===== src/hw/rtl/vots_pkg.sv =====
// Package with shared types and constants for the voxel occupancy sampler.
`default_nettype none
package vots_pkg;
    localparam int FRAC_W = 16;
    localparam int PT_W = 32;
    localparam int MAX_DIM = 64;
    localparam logic [0:0] OP_WRITE = 1'b0;
    localparam logic [0:0] OP_QUERY = 1'b1;
    localparam logic [2:0] REG_ORIGIN_X = 3'd0;
    localparam logic [2:0] REG_ORIGIN_Y = 3'd1;
    localparam logic [2:0] REG_ORIGIN_Z = 3'd2;
    localparam logic [2:0] REG_SCALE_X = 3'd3;
    localparam logic [2:0] REG_SCALE_Y = 3'd4;
    localparam logic [2:0] REG_SCALE_Z = 3'd5;
    localparam logic [2:0] REG_GRID_DIMS = 3'd6;

    // Per-axis result of the coordinate mapping.
    typedef struct packed {
        logic              outside;
        logic              neg;
        logic [FRAC_W-1:0] frac;
        logic [16:0]       idx;
    } t_axis;
endpackage
`default_nettype wire


===== src/hw/rtl/vots_axis.sv =====
// One axis of the coordinate mapping: subtract, multiply, range check, split.
`default_nettype none
module vots_axis (
    input  wire logic                  i_clk,
    input  wire logic                  i_en,
    input  wire logic [31:0]           i_point,
    input  wire logic [31:0]           i_origin,
    input  wire logic [31:0]           i_scale,
    input  wire logic [7:0]            i_dim,
    output vots_pkg::t_axis            o_axis
);
    import vots_pkg::*;

    logic signed [32:0] n_diff;
    logic        [32:0] r_diff;
    logic               r_zero_scale;
    logic        [31:0] r_scale;
    logic        [7:0]  r_dim1;
    logic        [63:0] r_prod;
    logic               r_neg2;
    logic               r_zs2;
    logic        [7:0]  r_dim2;
    logic        [47:0] w_v;
    logic        [47:0] w_lim;
    logic        [47:0] w_vm;
    t_axis              n_axis;

    assign n_diff = $signed({i_point[31], i_point}) - $signed({i_origin[31], i_origin});

    always_ff @(posedge i_clk) begin
        if (i_en) begin
            r_diff       <= n_diff;
            r_zero_scale <= (i_scale == 32'd0);
            r_scale      <= i_scale;
            r_dim1       <= i_dim;
            r_prod       <= {32'd0, r_diff[31:0]} * {32'd0, r_scale};
            r_neg2       <= r_diff[32];
            r_zs2        <= r_zero_scale;
            r_dim2       <= r_dim1;
            o_axis       <= n_axis;
        end
    end

    // A negative difference with zero scale maps to coordinate zero.
    assign w_v   = r_neg2 ? 48'd0 : r_prod[63:16];
    assign w_lim = {24'd0, r_dim2, 16'd0};
    assign w_vm  = w_v - 48'd32768;

    always_comb begin
        n_axis.outside = (r_neg2 && !r_zs2) || (w_v > w_lim);
        n_axis.neg     = (w_v < 48'd32768);
        n_axis.frac    = n_axis.neg ? w_v[15:0] + 16'd32768 : w_vm[15:0];
        n_axis.idx     = w_vm[32:16];
    end
endmodule
`default_nettype wire


===== config.mk =====
export PLATFORM = sky130hd
export DESIGN_NAME = vots_axis
export DESIGN_NICKNAME = d
export VERILOG_FILES = /design/src/hw/rtl/vots_pkg.sv /design/src/hw/rtl/vots_axis.sv
export SDC_FILE = /design/constraint.sdc
export NUM_CORES = 2
export LEC_CHECK = 0
export BUFFER_PORTS_ARGS = -buffer_cell sky130_fd_sc_hd__buf_4
export CORE_MARGIN = 1.5
export CORE_UTILIZATION = 60
export DETAILED_ROUTE_END_ITERATION = 12
export GPL_ROUTABILITY_DRIVEN = 0
export GPL_TIMING_DRIVEN = 0
export PLACE_DENSITY = 0.83
export SYNTH_ARGS = -nofsm -noshare
export SYNTH_HDL_FRONTEND = slang
export SYNTH_SLANG_ARGS = --single-unit

===== constraint.sdc =====
create_clock -name i_clk -period 8.2 [get_ports i_clk]
set_input_delay 0.41 -clock i_clk [delete_from_list [all_inputs] [get_ports i_clk]]
set_output_delay 0.41 -clock i_clk [all_outputs]
set_load 0.02 [all_outputs]

==> metrics.md <==
| Metric | Value |
|---|---|
| Post-synth top area cell | `fa_1` |
| I/O pins | `141` |
| Dpl hpwl | `about 100 mm` |
| Top cell type's share of synthesized area | `0.444` |
| Status | `finished, violations left` |
| Clock Tree Root | `clkbuf_16` |
| IO Port Bufs | `140` |
| Synth async-reset ratio | `0` |
| Worst r2r path cells | `25` |
| Slew HR | `0.403` |
| Syn nets | `5465` |
| Hold Slack | `0.0729 ns` |
| Total GRT Usage | `0.388` |
| Netlist cell types | `68` |
| Vias in the first global route | `33.2k` |
| Final Skew | `~0.023 ns` |
| WHS Endpoint | `r_scale[22]` |
| Multi-input logic area | `0.0313 mm2` |
| Die width | `262 um` |
| Hold depth | `1` |
| Layout cell share with drive strength beyond 1 | `0.107` |
| Die span in y | `262 um` |
| CTS Buf Count | `17` |
| DRT iter0 DRCs | `3557` |
| WP data required | `8.45 ns` |
| Seq/Total Area, Yosys | `0.124` |
| Post-Layout Inst Area | `0.0442 mm2` |
| CP max FO | `10` |
| Nature of the critical path endpoint | `register` |
| Cells after synthesis | `4162` |
| Largest net degree at the start of global routing | `107` |
| Overflow after GRT | `0` |
| DP Area | `approximately 0.043 mm2` |
| Final net count | `between 5k and 6k` |
| Max clock buf depth | `2` |
| CTS tree | `done` |
| H-tree levels | `4` |
| Final Hold Vio Count | `0` |
| Final worst slack | `-0.0375 ns` |
| Vias | `31.9k` |
| Initial Util | `0.610` |
| Die area | `0.0689 mm2` |
| Reg2reg end | `r_prod[49]` |
| DRC Markers | `0` |
| Worst setup SP type | `register` |
| Mapped Area | `approximately 0.040 mm2` |
| Detail Route Antenna Nets | `0` |
| Antenna violations before repair | `15` |
| Syn Area/Cell | `9.70 um2` |
| Drt wl/cell | `about 24 um` |
| Clk Latency, worst-skew pair | `0.52 ns` |
| Max_cap viols | `0` |
| Fillers | `4941` |
| Final setup viols | `2` |
| Post-layout min period | `between 8 and 9 ns` |
| Ys flop type | `edfxtp_1` |
| CTS Sinks | `167` |
| Core area | `0.0662 mm2` |
| Post-synth EDFFs | `between 150 and 200` |
| Row cnt | `between 90 and 100` |
| Clock-pin slew on the worst setup and hold paths | `0.08 ns` |
| Via/cell ratio | `6.06` |
| Hold Path Class | `in2reg` |
| Fmax | `0.121 GHz` |
| Synth Register Bits | `~170` |
| WP data arrival | `8.49 ns` |
| Post-Route WL | `129 mm` |
| R2r setup slk | `-0.04 ns` |
| Tcrit/Tclk final | `1.00` |
| Register Area | `0.00501 mm2` |
| Drt first pass iters | `7` |
| Crit Path Category | `reg2reg` |
| First-pass GRT wire length | `a little under 200 mm` |
| Most common cell after layout, fill and taps aside | `inv_1` |
| Commonest non-fill, non-tap cells in the layout | `924 x inv_1, 880 x fa_1, 610 x and2_1` |
| Critical path origin | `r_diff[23]` |
| Failing checks | `negative setup slack` |
| Pins Over Slew Limit | `0` |
| Synth top area cells | `fa_1 44%, edfxtp_1 12%, and2_1 9.4%` |
| Post-CTS Hold Fix Bufs | `0` |
| R2r startpoint | `r_diff[23]` |
| Hold wc startpoint | `i_scale[22]` |
| P&R area growth vs syn | `9.42%` |
| Worst-Margin Slew | `~0.90 ns` |
| Yosys warns | `0` |
-- per-layer routing --
layer | vias to the layer above | routed length, um | GRT usage
met1 | 15671 | 40400 | 0.436
met5 | - | 40 | 0.0173
met4 | 6 | 14800 | 0.337
met2 | 2451 | 54500 | 0.561
li1 | 12885 | - | -
met3 | 851 | 18900 | 0.171
-- logic make-up after synthesis --
family,after synthesis,synth area share
compound gates,293,0.0489
buf+inv,1134,0.105
xor+xnor,82,0.0178
fa+ha+maj,1197,0.537
simple gates,1289,0.166
flops,167,0.124
-- cell type report --
class / instances / area share
multi-input combinational: 2861 / 0.709
sequential: 167 / 0.113
inverter: 925 / 0.0786
timing repair buffer: 202 / 0.0358
tap: 864 / 0.0245
buffer: 195 / 0.0231
clock buffer: 17 / 0.00963
clock inverter: 15 / 0.00512
antenna: 15 / 0.000849
-- Yosys cell counts (all sizes together), types with 17 or more instances --
cell type and number:
inv 924, nand3 17, nor2 60, nand2 476
nand4 19, nor4 18, a21oi 91, fa 896
clkbuf 207, ha 301, xor2 23, nor3 18
o21ai 60, nor2b 35, xnor2 59, and2 610
edfxtp 167, a21o 45
-- metrics by stage --
| stage | setup TNS, ns | utilization | cells | setup slack (ns) |
|---|---|---|---|---|
| final | -0.0407 | 0.667 | 5261 | -0.0375 |
| after global routing | -0.358 | 0.667 | 5246 | -0.127 |
| after detailed placement | -11.44 | 0.643 | 5167 | -0.923 |
| after CTS | -0.00989 | 0.659 | 5220 | -0.00989 |
| after global placement | -10.80 | 0.642 | 5166 | -0.903 |
| after floorplan | 0 | - | 4162 | 0.941 |
-- critical path: stages, from the launching register on --
cell and delay (ns):
edfxtp_1 0.57, buf_4 0.24, buf_2 0.22, and2_1 0.20, fa_1 0.55, inv_1 0.06
fa_1 0.51, fa_1 0.48, fa_1 0.56, inv_1 0.06, fa_1 0.49, fa_1 0.57
fa_1 0.47, fa_1 0.47, ha_1 0.31, clkbuf_1 0.21, a21oi_2 0.23, o211ai_1 0.11
a31oi_1 0.24, a211oi_2 0.11, o41ai_2 0.32, a21oi_2 0.13, a211oi_2 0.34, o21ai_2 0.15
a211oi_2 0.25, xnor2_1 0.10
-- registers in the layout, indices dropped and copies added (netlist names) --
name,count
o_axis,35
r_zs2,1
r_dim2,8
r_zero_scale,1
r_prod,48
r_scale,32
r_dim1,8
r_neg2,1
r_diff,33
-- how the worst max path moves through the flow --
stage                       to  slack, ns  depth (start not counted)
floorplan           r_prod[60]       0.94                         25
global placement    r_prod[56]      -0.90                         25
detailed placement  r_prod[48]      -0.92                         25
CTS                 r_prod[48]      -0.01                         23
global route        r_prod[57]      -0.13                         23
finish              r_prod[49]      -0.04                         25
-- repair_timing --
item / 4_1_cts / 5_1_grt
resized for setup: 142 / 213
endpoints found under the setup margin: 25 / 26
setup buffers: 23 / 38
pin swaps: 1 / 15
Power is left out: the tool's default activity adds up to more than one toggle a clock period on the data nets, which glitch-free logic cannot reach.
